`src/rtl/sst_pkg.sv`:
```
// Shared types and constants for the source text tokenizer.
package sst_pkg;

    localparam int unsigned BYTE_W  = 8;
    localparam int unsigned CLASS_W = 3;
    localparam int unsigned START_W = 16;
    localparam int unsigned LEN_W   = 8;
    localparam int unsigned LINE_W  = 16;

    // result queue
    localparam int unsigned FIFO_DEPTH = 4;
    localparam int unsigned FIFO_PTR_W = 2;
    localparam int unsigned FIFO_CNT_W = 3;

    typedef enum logic [CLASS_W-1:0] {
        CLS_ID       = 3'd0,
        CLS_SYM      = 3'd1,
        CLS_INT      = 3'd2,
        CLS_FLOAT    = 3'd3,
        CLS_END      = 3'd4,
        CLS_BAD      = 3'd5,
        CLS_UNCLOSED = 3'd6
    } tok_class_t;

    typedef enum logic [7:0] {
        MODE_IDLE      = 8'b0000_0001,
        MODE_ID        = 8'b0000_0010,
        MODE_NUM       = 8'b0000_0100,
        MODE_SLASH     = 8'b0000_1000,
        MODE_DOT       = 8'b0001_0000,
        MODE_LINECOM   = 8'b0010_0000,
        MODE_BLOCK     = 8'b0100_0000,
        MODE_BLOCKSTAR = 8'b1000_0000
    } scan_mode_t;

    localparam logic [BYTE_W-1:0] CH_NUL   = 8'h00;
    localparam logic [BYTE_W-1:0] CH_TAB   = 8'h09;
    localparam logic [BYTE_W-1:0] CH_LF    = 8'h0A;
    localparam logic [BYTE_W-1:0] CH_SPACE = 8'h20;
    localparam logic [BYTE_W-1:0] CH_STAR  = 8'h2A;
    localparam logic [BYTE_W-1:0] CH_PLUS  = 8'h2B;
    localparam logic [BYTE_W-1:0] CH_MINUS = 8'h2D;
    localparam logic [BYTE_W-1:0] CH_DOT   = 8'h2E;
    localparam logic [BYTE_W-1:0] CH_SLASH = 8'h2F;
    localparam logic [BYTE_W-1:0] CH_0     = 8'h30;
    localparam logic [BYTE_W-1:0] CH_9     = 8'h39;
    localparam logic [BYTE_W-1:0] CH_EQ    = 8'h3D;
    localparam logic [BYTE_W-1:0] CH_UA    = 8'h41;
    localparam logic [BYTE_W-1:0] CH_UZ    = 8'h5A;
    localparam logic [BYTE_W-1:0] CH_LA    = 8'h61;
    localparam logic [BYTE_W-1:0] CH_LZ    = 8'h7A;

    typedef struct packed {
        logic [CLASS_W-1:0] token_class;
        logic [START_W-1:0] token_start;
        logic [LEN_W-1:0]   token_length;
        logic [LINE_W-1:0]  token_line;
        logic [BYTE_W-1:0]  single_char;
        logic               last_of_run;
    } tok_t;

    // results produced by one accepted byte, in order
    typedef struct packed {
        logic [1:0] count;
        tok_t       first;
        tok_t       second;
    } push_t;

endpackage

```
`src/rtl/sst_byte_if.sv`:
```
// Input channel: one text byte per word.
interface sst_byte_if;
    logic                          valid;
    logic                          ready;
    logic [sst_pkg::BYTE_W-1:0]    text_byte;

    modport source (output valid, output text_byte, input ready);
    modport sink   (input valid, input text_byte, output ready);
endinterface

```
`src/rtl/sst_token_if.sv`:
```
// Output channel: one token per word.
interface sst_token_if;
    logic                          valid;
    logic                          ready;
    logic [sst_pkg::CLASS_W-1:0]   token_class;
    logic [sst_pkg::START_W-1:0]   token_start;
    logic [sst_pkg::LEN_W-1:0]     token_length;
    logic [sst_pkg::LINE_W-1:0]    token_line;
    logic [sst_pkg::BYTE_W-1:0]    single_char;
    logic                          last_of_run;

    modport source (output valid, output token_class, output token_start,
                    output token_length, output token_line, output single_char,
                    output last_of_run, input ready);
    modport sink   (input valid, input token_class, input token_start,
                    input token_length, input token_line, input single_char,
                    input last_of_run, output ready);
endinterface

```
`src/rtl/sst_scan.sv`:
```
// Scanner state and per-byte token recognition.
module sst_scan #(
    parameter int unsigned POSITION_BITS = 16,
    parameter int unsigned LENGTH_BITS   = 8
) (
    input  logic                clk,
    input  logic                rst_n,
    sst_byte_if.sink            text_in,
    input  logic                space_ok,
    output sst_pkg::push_t      push
);

    sst_pkg::scan_mode_t        mode_reg, mode_next;
    logic [POSITION_BITS-1:0]   pos_reg, pos_next;
    logic [POSITION_BITS-1:0]   start_reg, start_next;
    logic [LENGTH_BITS-1:0]     len_reg, len_next;
    logic [POSITION_BITS-1:0]   line_reg, line_next;
    logic                       point_reg, point_next;

    logic                       fire;
    logic [sst_pkg::BYTE_W-1:0] c;
    logic                       is_digit, is_alpha, is_sym;
    logic [LENGTH_BITS-1:0]     len_inc;
    logic [POSITION_BITS-1:0]   line_inc;
    logic                       again;

    logic                       r0_v, r1_v;
    sst_pkg::tok_class_t        r0_cls, r1_cls;
    logic [POSITION_BITS-1:0]   r0_start, r1_start;
    logic [LENGTH_BITS-1:0]     r0_len, r1_len;
    logic [sst_pkg::BYTE_W-1:0] r0_ch, r1_ch;
    sst_pkg::tok_t              tok0, tok1;

    function automatic logic [sst_pkg::START_W-1:0] clamp_pos(
        input logic [POSITION_BITS-1:0] v);
        logic [31:0] w;
        w = 32'(v);
        clamp_pos = (w > 32'h0000_FFFF) ? 16'hFFFF : w[15:0];
    endfunction

    function automatic logic [sst_pkg::LEN_W-1:0] clamp_len(
        input logic [LENGTH_BITS-1:0] v);
        logic [15:0] w;
        w = 16'(v);
        clamp_len = (w > 16'h00FF) ? 8'hFF : w[7:0];
    endfunction

    assign fire          = text_in.valid && text_in.ready;
    assign text_in.ready = space_ok;
    assign c             = text_in.text_byte;

    assign is_digit = (c >= sst_pkg::CH_0) && (c <= sst_pkg::CH_9);
    assign is_alpha = ((c >= sst_pkg::CH_LA) && (c <= sst_pkg::CH_LZ)) ||
                      ((c >= sst_pkg::CH_UA) && (c <= sst_pkg::CH_UZ));
    assign is_sym   = (c == sst_pkg::CH_PLUS) || (c == sst_pkg::CH_MINUS) ||
                      (c == sst_pkg::CH_STAR) || (c == sst_pkg::CH_EQ);

    assign len_inc  = (len_reg == '1) ? len_reg : len_reg + LENGTH_BITS'(1);
    assign line_inc = (line_reg == '1) ? line_reg : line_reg + POSITION_BITS'(1);

    always_comb
    begin
        mode_next  = mode_reg;
        pos_next   = pos_reg;
        start_next = start_reg;
        len_next   = len_reg;
        line_next  = line_reg;
        point_next = point_reg;
        again      = 1'b0;
        r0_v       = 1'b0;
        r0_cls     = sst_pkg::CLS_ID;
        r0_start   = start_reg;
        r0_len     = len_reg;
        r0_ch      = sst_pkg::CH_NUL;
        r1_v       = 1'b0;
        r1_cls     = sst_pkg::CLS_ID;
        r1_start   = pos_reg;
        r1_len     = LENGTH_BITS'(1);
        r1_ch      = sst_pkg::CH_NUL;

        // finish or extend the token in progress
        unique case (mode_reg) inside
            sst_pkg::MODE_ID:
            begin
                if (is_alpha || is_digit)
                begin
                    len_next = len_inc;
                end
                else
                begin
                    r0_v  = 1'b1;
                    again = 1'b1;
                end
            end
            sst_pkg::MODE_NUM:
            begin
                if (is_digit)
                begin
                    len_next = len_inc;
                end
                else if (c == sst_pkg::CH_DOT && !point_reg)
                begin
                    point_next = 1'b1;
                    len_next   = len_inc;
                end
                else
                begin
                    r0_v   = 1'b1;
                    r0_cls = point_reg ? sst_pkg::CLS_FLOAT : sst_pkg::CLS_INT;
                    again  = 1'b1;
                end
            end
            sst_pkg::MODE_SLASH:
            begin
                if (c == sst_pkg::CH_SLASH)
                begin
                    mode_next = sst_pkg::MODE_LINECOM;
                end
                else if (c == sst_pkg::CH_STAR)
                begin
                    mode_next = sst_pkg::MODE_BLOCK;
                end
                else
                begin
                    r0_v   = 1'b1;
                    r0_cls = sst_pkg::CLS_SYM;
                    r0_len = LENGTH_BITS'(1);
                    r0_ch  = sst_pkg::CH_SLASH;
                    again  = 1'b1;
                end
            end
            sst_pkg::MODE_DOT:
            begin
                if (is_digit)
                begin
                    mode_next  = sst_pkg::MODE_NUM;
                    point_next = 1'b1;
                    len_next   = len_inc;
                end
                else
                begin
                    r0_v   = 1'b1;
                    r0_cls = sst_pkg::CLS_BAD;
                    r0_len = LENGTH_BITS'(1);
                    r0_ch  = sst_pkg::CH_DOT;
                    again  = 1'b1;
                end
            end
            sst_pkg::MODE_LINECOM:
            begin
                if (c == sst_pkg::CH_NUL)
                begin
                    again = 1'b1;
                end
                else if (c == sst_pkg::CH_LF)
                begin
                    line_next = line_inc;
                    mode_next = sst_pkg::MODE_IDLE;
                end
            end
            sst_pkg::MODE_BLOCK, sst_pkg::MODE_BLOCKSTAR:
            begin
                if (c == sst_pkg::CH_NUL)
                begin
                    r0_v   = 1'b1;
                    r0_cls = sst_pkg::CLS_UNCLOSED;
                    r0_len = '0;
                    again  = 1'b1;
                end
                else if (c == sst_pkg::CH_STAR)
                begin
                    mode_next = sst_pkg::MODE_BLOCKSTAR;
                end
                else if (c == sst_pkg::CH_SLASH && mode_reg == sst_pkg::MODE_BLOCKSTAR)
                begin
                    mode_next = sst_pkg::MODE_IDLE;
                end
                else
                begin
                    if (c == sst_pkg::CH_LF)
                    begin
                        line_next = line_inc;
                    end
                    mode_next = sst_pkg::MODE_BLOCK;
                end
            end
            default:
            begin
                again = 1'b1;
            end
        endcase

        // byte seen from between tokens
        if (again)
        begin
            mode_next = sst_pkg::MODE_IDLE;
            if (c == sst_pkg::CH_NUL)
            begin
                r1_v   = 1'b1;
                r1_cls = sst_pkg::CLS_END;
                r1_len = '0;
            end
            else if (c == sst_pkg::CH_SPACE || c == sst_pkg::CH_TAB)
            begin
                mode_next = sst_pkg::MODE_IDLE;
            end
            else if (c == sst_pkg::CH_LF)
            begin
                line_next = line_inc;
            end
            else if (c == sst_pkg::CH_SLASH || c == sst_pkg::CH_DOT || is_digit || is_alpha)
            begin
                if (c == sst_pkg::CH_SLASH)
                begin
                    mode_next = sst_pkg::MODE_SLASH;
                end
                else if (c == sst_pkg::CH_DOT)
                begin
                    mode_next = sst_pkg::MODE_DOT;
                end
                else if (is_digit)
                begin
                    mode_next = sst_pkg::MODE_NUM;
                end
                else
                begin
                    mode_next = sst_pkg::MODE_ID;
                end
                start_next = pos_reg;
                len_next   = LENGTH_BITS'(1);
                point_next = 1'b0;
            end
            else
            begin
                r1_v   = 1'b1;
                r1_cls = is_sym ? sst_pkg::CLS_SYM : sst_pkg::CLS_BAD;
                r1_ch  = c;
            end
        end

        // end of text restarts everything
        if (c == sst_pkg::CH_NUL)
        begin
            mode_next  = sst_pkg::MODE_IDLE;
            pos_next   = '0;
            start_next = '0;
            len_next   = '0;
            line_next  = '0;
            point_next = 1'b0;
        end
        else if (pos_reg != '1)
        begin
            pos_next = pos_reg + POSITION_BITS'(1);
        end
    end

    always_comb
    begin
        tok0.token_class  = r0_cls;
        tok0.token_start  = clamp_pos(r0_start);
        tok0.token_length = clamp_len(r0_len);
        tok0.token_line   = clamp_pos(line_reg);
        tok0.single_char  = r0_ch;
        tok0.last_of_run  = 1'b0;
        tok1.token_class  = r1_cls;
        tok1.token_start  = clamp_pos(r1_start);
        tok1.token_length = clamp_len(r1_len);
        tok1.token_line   = clamp_pos(line_reg);
        tok1.single_char  = r1_ch;
        tok1.last_of_run  = 1'b1;

        push.count  = fire ? ({1'b0, r0_v} + {1'b0, r1_v}) : 2'd0;
        push.second = tok1;
        if (r0_v)
        begin
            push.first             = tok0;
            push.first.last_of_run = !r1_v;
        end
        else
        begin
            push.first = tok1;
        end
    end

    always_ff @(posedge clk or negedge rst_n)
    begin
        if (!rst_n)
        begin
            mode_reg  <= sst_pkg::MODE_IDLE;
            pos_reg   <= '0;
            start_reg <= '0;
            len_reg   <= '0;
            line_reg  <= '0;
            point_reg <= 1'b0;
        end
        else if (fire)
        begin
            mode_reg  <= mode_next;
            pos_reg   <= pos_next;
            start_reg <= start_next;
            len_reg   <= len_next;
            line_reg  <= line_next;
            point_reg <= point_next;
        end
    end

`ifndef SYNTHESIS
    a_end_restarts: assert property (@(posedge clk) disable iff (!rst_n)
        fire && c == sst_pkg::CH_NUL |=>
            pos_reg == '0 && line_reg == '0 && mode_reg == sst_pkg::MODE_IDLE)
        else $error("scanner state not cleared after end of text");

    a_pos_advance: assert property (@(posedge clk) disable iff (!rst_n)
        fire && c != sst_pkg::CH_NUL && pos_reg != '1 |=>
            pos_reg == $past(pos_reg) + POSITION_BITS'(1))
        else $error("byte offset did not advance");
`endif

endmodule

```
`src/rtl/sst_fifo.sv`:
```
// Result queue: takes up to two tokens per cycle, hands out one.
module sst_fifo (
    input  logic                clk,
    input  logic                rst_n,
    input  sst_pkg::push_t      push,
    output logic                space_ok,
    sst_token_if.source         token_out
);

    sst_pkg::tok_t                      mem [sst_pkg::FIFO_DEPTH];
    logic [sst_pkg::FIFO_PTR_W-1:0]     wr_reg, rd_reg;
    logic [sst_pkg::FIFO_CNT_W-1:0]     cnt_reg;
    logic                               pop;
    sst_pkg::tok_t                      head;

    // room for two words before accepting another byte
    assign space_ok = cnt_reg <= sst_pkg::FIFO_CNT_W'(sst_pkg::FIFO_DEPTH - 2);
    assign pop      = token_out.valid && token_out.ready;
    assign head     = mem[rd_reg];

    assign token_out.valid        = cnt_reg != '0;
    assign token_out.token_class  = head.token_class;
    assign token_out.token_start  = head.token_start;
    assign token_out.token_length = head.token_length;
    assign token_out.token_line   = head.token_line;
    assign token_out.single_char  = head.single_char;
    assign token_out.last_of_run  = head.last_of_run;

    always_ff @(posedge clk)
    begin
        if (push.count != 2'd0)
        begin
            mem[wr_reg] <= push.first;
        end
        if (push.count == 2'd2)
        begin
            mem[wr_reg + sst_pkg::FIFO_PTR_W'(1)] <= push.second;
        end
    end

    always_ff @(posedge clk or negedge rst_n)
    begin
        if (!rst_n)
        begin
            wr_reg  <= '0;
            rd_reg  <= '0;
            cnt_reg <= '0;
        end
        else
        begin
            wr_reg  <= wr_reg + sst_pkg::FIFO_PTR_W'(push.count);
            rd_reg  <= rd_reg + sst_pkg::FIFO_PTR_W'(pop);
            cnt_reg <= cnt_reg + sst_pkg::FIFO_CNT_W'(push.count)
                               - sst_pkg::FIFO_CNT_W'(pop);
        end
    end

`ifndef SYNTHESIS
    a_no_overflow: assert property (@(posedge clk) disable iff (!rst_n)
        push.count != 2'd0 |-> cnt_reg <= sst_pkg::FIFO_CNT_W'(sst_pkg::FIFO_DEPTH - 2))
        else $error("result queue written without room");

    a_pop_count: assert property (@(posedge clk) disable iff (!rst_n)
        pop && push.count == 2'd0 |=>
            cnt_reg == $past(cnt_reg) - sst_pkg::FIFO_CNT_W'(1))
        else $error("result queue count lost a pop");
`endif

endmodule

```
`src/rtl/source_text_tokenizer.sv`:
```
// Top level of the source text tokenizer: scanner plus result queue.
//
// Usage:
//   text_in   - byte channel (valid/ready). One word is one text byte; a
//               zero byte ends the text and resets offset and line to zero.
//   token_out - token channel (valid/ready). One word is one token: class,
//               start offset, length, line, single character, last_of_run.
//   A byte yields zero, one or two tokens; last_of_run marks the final token
//   caused by a given byte. Run tokens come on the byte after their last.
// Latency: a token appears on token_out in the cycle after the byte that
//   completes it is accepted (empty queue, receiver ready).
// Throughput: one byte per cycle. Tokens leave at one per cycle through a
//   four-word queue; text_in.ready drops while fewer than two words are
//   free, so a receiver stall or a run of two-token bytes backs up input.
// Reset: rst_n asynchronous, active low; scanner returns to between-tokens,
//   offset and line zero; the queue empties.
// Offsets and line count saturate at 2^POSITION_BITS-1 internally and are
//   clamped to 16 bits on output; lengths saturate at 2^LENGTH_BITS-1 and
//   are clamped to 8 bits.
module source_text_tokenizer #(
    parameter int unsigned POSITION_BITS = 16,
    parameter int unsigned LENGTH_BITS   = 8
) (
    input  logic        clk,
    input  logic        rst_n,
    sst_byte_if.sink    text_in,
    sst_token_if.source token_out
);

    // tokens from one byte, toward the queue
    sst_pkg::push_t push;
    // queue can absorb a worst-case byte
    logic           space_ok;

    sst_scan #(
        .POSITION_BITS (POSITION_BITS),
        .LENGTH_BITS   (LENGTH_BITS)
    ) u_scan (
        .clk      (clk),
        .rst_n    (rst_n),
        .text_in  (text_in),
        .space_ok (space_ok),
        .push     (push)
    );

    sst_fifo u_fifo (
        .clk       (clk),
        .rst_n     (rst_n),
        .push      (push),
        .space_ok  (space_ok),
        .token_out (token_out)
    );

endmodule

```
`src/flat_wrapper.sv`:
```
// flat-port wrapper written by rule: the top's interface ports become plain ports
module source_text_tokenizer_flat 
#(
    parameter int unsigned POSITION_BITS = 16,
    parameter int unsigned LENGTH_BITS   = 8
)
  (clk, rst_n, text_in_valid, text_in_text_byte, text_in_ready, token_out_valid, token_out_token_class, token_out_token_start, token_out_token_length, token_out_token_line, token_out_single_char, token_out_last_of_run, token_out_ready);
  sst_byte_if text_in_i ();
  sst_token_if token_out_i ();
  input  logic clk;
  input  logic rst_n;
  input wire logic [$bits(text_in_i.valid)-1:0] text_in_valid;
  input wire logic [$bits(text_in_i.text_byte)-1:0] text_in_text_byte;
  output wire logic [$bits(text_in_i.ready)-1:0] text_in_ready;
  output wire logic [$bits(token_out_i.valid)-1:0] token_out_valid;
  output wire logic [$bits(token_out_i.token_class)-1:0] token_out_token_class;
  output wire logic [$bits(token_out_i.token_start)-1:0] token_out_token_start;
  output wire logic [$bits(token_out_i.token_length)-1:0] token_out_token_length;
  output wire logic [$bits(token_out_i.token_line)-1:0] token_out_token_line;
  output wire logic [$bits(token_out_i.single_char)-1:0] token_out_single_char;
  output wire logic [$bits(token_out_i.last_of_run)-1:0] token_out_last_of_run;
  input wire logic [$bits(token_out_i.ready)-1:0] token_out_ready;
  assign text_in_i.valid = text_in_valid;
  assign text_in_i.text_byte = text_in_text_byte;
  assign text_in_ready = text_in_i.ready;
  assign token_out_valid = token_out_i.valid;
  assign token_out_token_class = token_out_i.token_class;
  assign token_out_token_start = token_out_i.token_start;
  assign token_out_token_length = token_out_i.token_length;
  assign token_out_token_line = token_out_i.token_line;
  assign token_out_single_char = token_out_i.single_char;
  assign token_out_last_of_run = token_out_i.last_of_run;
  assign token_out_i.ready = token_out_ready;
  source_text_tokenizer #(.POSITION_BITS(POSITION_BITS), .LENGTH_BITS(LENGTH_BITS)) u_core (.clk(clk), .rst_n(rst_n), .text_in(text_in_i), .token_out(token_out_i));
endmodule
```
`config.mk`:
```
export PLATFORM = sky130hd
export DESIGN_NAME = source_text_tokenizer_flat
export DESIGN_NICKNAME = d
export VERILOG_FILES = /design/src/rtl/sst_pkg.sv /design/src/rtl/sst_byte_if.sv /design/src/rtl/sst_token_if.sv /design/src/rtl/sst_scan.sv /design/src/rtl/sst_fifo.sv /design/src/rtl/source_text_tokenizer.sv /design/src/flat_wrapper.sv
export SDC_FILE = /design/constraint.sdc
export NUM_CORES = 1
export LEC_CHECK = 0
export BUFFER_PORTS_ARGS = -buffer_cell sky130_fd_sc_hd__buf_2
export CAP_MARGIN = 20
export CORE_MARGIN = 2
export CORE_UTILIZATION = 45
export DETAILED_ROUTE_END_ITERATION = 8
export PLACE_DENSITY_LB_ADDON = 0.3
export SYNTH_ARGS = -nofsm -noshare
export SYNTH_HDL_FRONTEND = slang
export SYNTH_SLANG_ARGS = --single-unit
export TNS_END_PERCENT = 5
```
`constraint.sdc`:
```
create_clock -name clk -period 5.7 [get_ports clk]
set_input_delay 0.57 -clock clk [delete_from_list [all_inputs] [get_ports clk]]
set_output_delay 0.57 -clock clk [all_outputs]
set_load 0.01 [all_outputs]
```
; ---- Yosys cells after proc, flatten, opt, wreduce, memory -nomap -nowiden
; Memory sizes are Yosys's and may differ from the RTL's.
; Cells that the tools add are included.
; Widths: inputs -> output; s select.
[word_totals]
ff_bits = 72
mem_bits_rw = 208
out_inout_bits = 54
wordCells = 182
memories = 1
[op_classes]
n_addsub = 9
order_cmp = 7
n_eq_ne = 25
muxes = 101
reduce_logical = 30
[memory_table]
columns = name, words, width, rd, rd_ports_with_merged_regs, wr, line_no
row1 = u_core.u_fifo.mem, 4, 52, 1, 0, 2, sst_fifo.sv:10  ; sst_pkg::tok_t mem [sst_pkg::FIFO_DEPTH];
[ops]
columns = operator, count
row1 = $mux 16, 15
row2 = $mux 8, 26
row3 = $eq 8x6->1 const B, 8
row4 = $mux 52, 1
row5 = $pmux 8 s3, 2
row6 = $add 16x1->16 const B, 2
row7 = $pmux 16 s2, 1
row8 = $pmux 8 s4, 1
row9 = $mux 3, 10
row10 = $mux 1, 29
row11 = $mux 5, 5
row12 = $eq 8x4->1 const B, 3
row13 = $mux 6, 3
row14 = $eq 16x16->1 const B, 1
row15 = $eq 8x8->1 const B, 2
row16 = $ge 8x7->1 const B, 2
row17 = $le 8x7->1 const B, 2
row18 = $ne 16x16->1 const B, 1
row19 = $pmux 8 s2, 1
row20 = $pmux 3 s4, 1
row21 = $pmux 1 s5, 2
row22 = $reduce_and 5->1, 2
row23 = $logic_or 1x1->1, 9
row24 = $add 8x1->8 const B, 1
row25 = 30 further kinds, 42

; ---- Longest topological paths before layout
[logic_depth]
word_depth = 14
depth_mapped = 15

; ---- By module
; Synthesis repeated with hierarchy kept, for this count alone.
[unflattened]
cells_unflattened = 1093
hier_area_um2 = 14955.6
[modules_own_cells]
columns = module, instances, cells_each, area_each_um2, seq_area_each_um2
row1 = sst_fifo, 1, 544, 10435.0, 6421.2
row2 = sst_scan, 1, 549, 4520.6, 1627.8

; ---- Worst setup path before layout
; OpenSTA, ideal clock, no wires.
[synth_timing]
kind = input -> register
startpoint = in text_in_text_byte[0]
endpoint = mem u_core.u_fifo.mem[1][10] (netlist name), enable pin
arrival_time_ns = 4.515
required_ns = 5.279
path_slack_ns = 0.764
path_stages = 13
path_buffers = 4
path_cell_list = buf_2 > nor4_2 > and2_1 > clkbuf_1 > a31o_1 > nor4_1 > nor3b_2 > clkbuf_1 > ha_1 > nand2_1 > or4_1 > nand2_1 > clkbuf_1
[synth_rtl]
columns = item, line_no
row1 = start: declaration, flat_wrapper.sv:13  ; input wire logic [$bits(text_in_i.text_byte)-1:0] text_in_text_byte;
row2 = end: declaration, sst_fifo.sv:10

==> metrics.cfg <==
[floorplanning]
die_width_um = 178.0
core_area_um2 = 29720
core.rowCount = 63
ios = 66
die_area_um2 = 31670
start_util_pct = 45.82
die_y_um = 178.0

[routing]
wl_mm = 32.46
drtIter0Drc = 858
post-route-drc-count = 0
antenna_left = 0
via_count = 9228
via_per_inst = 5.969
routedWlPerCell_um = 20.99
drt-pass1-iter-count = 5

[timing]
hold_viol = 0
slew_headroom_pct = 34.20
tightest_slew_ps = 983.4
setup-tns-final_ps = 0
rsz0062_at_grt = false
min_period_ps = 4666
period_share_pct = 81.86
slew_violations = 0
finalSetupViolations = 0
fin_skew_ps = 8.274
hold_ws_ps = 452.5
fmaxAchievable_mhz = 214.3

[global_routing]
grt_use_total_pct = 20.99
grt_pass1_vias = 9187
antenna_found_initial = 0
grt_overflow = 0
grt_pass1_wl_mm = 51.78
grt_max_degree = 54

[synthesis]
synthTopCellsByArea = edfxtp_1 (38%), dfrtp_1 (13%), mux4_2 (8.6%)
synthXorXnorAreaFrac_pct = 1.801
synth_edf_count = 172
yosys.area_share.simple_pct = 15.20
synth-seq-cells = 280
netlist_instances = 1090
ys_seq_area_share_pct = 56.46
syn_area_per_cell_um2 = 12.49
synth_nets = 1112
synth_cell_type_count = 86
synth_compound_area_share_pct = 13.47
yosys.area.top_type_share_pct = 37.93
synthMuxAreaShare_pct = 8.996
async_reset_ff_share_pct = 25.71
synth_area_um2 = 13620
yosysWarnings = 0
synth_area_leader_cell = edfxtp_1
synthAdderAreaFrac_pct = 0.9740
synthFlopType = edfxtp_1
synth_top_family_by_area = simple AND/OR/NAND/NOR gates

[cts]
cts_setup_buffers = 0
cts_tree = done
clk_pin_slew_ps = 60
cts_sinks = 280
cts-root-buf = clkbuf_16
clk_latency_ps = 550
cts_buffers = 29
htreeDepth = 1
post_cts_resized = 0
clockBufferDepth = 3
hold_buffers = 1

[outcome]
status = finished, final reports clean

[cells_and_area]
top_register = u_core.u_fifo.mem
area_growth_pct = 12.31
mostFrequentLayoutCells = edfxtp_1 (172), a22o_1 (83), and2_1 (77), nand2_1 (73), dfrtp_1 (69)
finalNonFillerCells = 1546
antenna_cells = 0
nFillCells = 2524
design_area_um2 = 15290
final-seq-area_um2 = 7694
layout_commonest_cell = edfxtp_1
multi_input_area_um2 = 5517
drive_gt1_share_pct = 19.81
layout.nets = 1155
largest_reg_flops = 208

[critical_path]
cp-start-kind = flop
worst-setup-path-type = flop to flop
arrival_ps = 4960
cp.required_ps = 6000
crit_path_end_kind = flop
critPathMaxFanout = 44

[power]
vdd_drop_max_mv = 0.2691
p_leak_nw = 5.624
cellPowerDensity_nw_per_um2 = 397.0

[place]
dp.final_hpwl_mm = 20.91
dp.cells = 1490
routabilityCongestion = 0.9652
placed_area_um2 = 14340
port_buffers = 65

[flow_run]
max_cap_violations = 0

[worst_hold_path]
min_path_type = input pin to flop

[Yosys cell counts, types with 3 or more instances]
cell	count
nor4_1	4
nor2_1	44
a32o_1	7
clkbuf_1	50
nor2_2	4
nor3b_1	5
nand4_1	14
and4_1	5
o22a_1	4
o32ai_1	3
or4_1	3
o21ai_1	18
buf_2	21
nor2b_1	6
xor2_1	21
edfxtp_1	172
and3_1	22
nand2_1	77
or3_1	9
and2_1	77
dfxtp_1	36
o21ai_0	59
mux4_2	52
o211ai_1	3
o22ai_1	9
ha_1	9
nand2b_1	9
xnor2_1	7
inv_1	10
a22o_1	83
o21a_1	3
dfrtp_1	71
a21oi_1	16
a31oi_1	5
nor3_1	10
buf_1	8
o31ai_1	7
nor4_2	3
or2_2	8
nand3_1	61
[layer usage]
| metal | wire length, µm | global-route usage [%] |
|---|---|---|
| met1 | 13780 | 28.15 |
| met2 | 15780 | 35.09 |
| met3 | 1985 | 3.085 |
| met4 | 915 | 6.899 |
| met5 | 0 | 0 |
[per-stage QoR]
| stage | utilization [%] | worst slack, ps | power, mW |
|---|---|---|---|
| 2_1_floorplan | - | 763.8 | 3.704 |
| 3_3_place_gp | 48.24 | 660.2 | 4.232 |
| 3_5_place_dp | 48.24 | 462.9 | 4.259 |
| 4_1_cts | 51.43 | 435.8 | 6.125 |
| 5_1_grt | 51.46 | 741.4 | 6.366 |
| 6_report | 51.46 | 1034 | 6.071 |
[final cells by class]
cell class	instances	area share (%)
Clock buffer	38	5.097
Clock inverter	16	1.031
Inverter	11	0.2700
Multi-Input combinational cell	715	36.07
Sequential cell	280	50.31
Tap cell	390	3.191
Timing Repair Buffer	96	4.033
[where the power goes]
part           switching (mW)  internal (mW)  total, mW
registers               0.221           2.39       2.61
clock network           0.771           1.10       1.87
logic                   0.883          0.707       1.59
total                    1.88           4.20       6.07
[final timing paths]
check,endpoint,start,depth (start not counted),slack (ps)
min,u_core.u_fifo.rd_reg[0]$_DFF_PN0_,token_out_ready,3,450
max reg2reg,u_core.u_fifo.mem[1][15]$_DFFE_PP_,u_core.u_scan.mode_reg[5]$_DFFE_PN0P_,11,1030
min in group asynchronous,u_core.u_scan.pos_reg[7]$_DFFE_PN0P_,rst_n,2,460
max in group asynchronous,u_core.u_fifo.rd_reg[0]$_DFF_PN0_,rst_n,3,4210
max,u_core.u_fifo.mem[1][15]$_DFFE_PP_,u_core.u_scan.mode_reg[5]$_DFFE_PN0P_,11,1030
min reg2reg,u_core.u_fifo.mem[2][31]$_SDFFE_PP0N_,u_core.u_fifo.mem[2][31]$_SDFFE_PP0N_,2,470
[critical path, stage by stage (launching register included)]
cell	delay [ps]
dfrtp_1	540
nor4b_2	540
a221oi_1	130
o31a_1	340
nor4_1	560
nor3b_2	160
ha_1	380
o21ai_1	380
or2_2	430
nand2_2	420
buf_12	330
and2_1	190
[logic make-up (layout without fill, tap and decap cells)]
| group | count (synthesis) | in the layout |
|---|---|---|
| muxes | 57 | 57 |
| buffers and inverters | 95 | 161 |
| adders and majority gates | 10 | 10 |
| xor gates and xnor gates | 28 | 28 |
| DFF | 280 | 280 |
| AOI/OAI and AO/OA | 246 | 246 |
| and+or+nand+nor | 374 | 374 |
No activity file was read; power rests on OpenSTA's default activity.
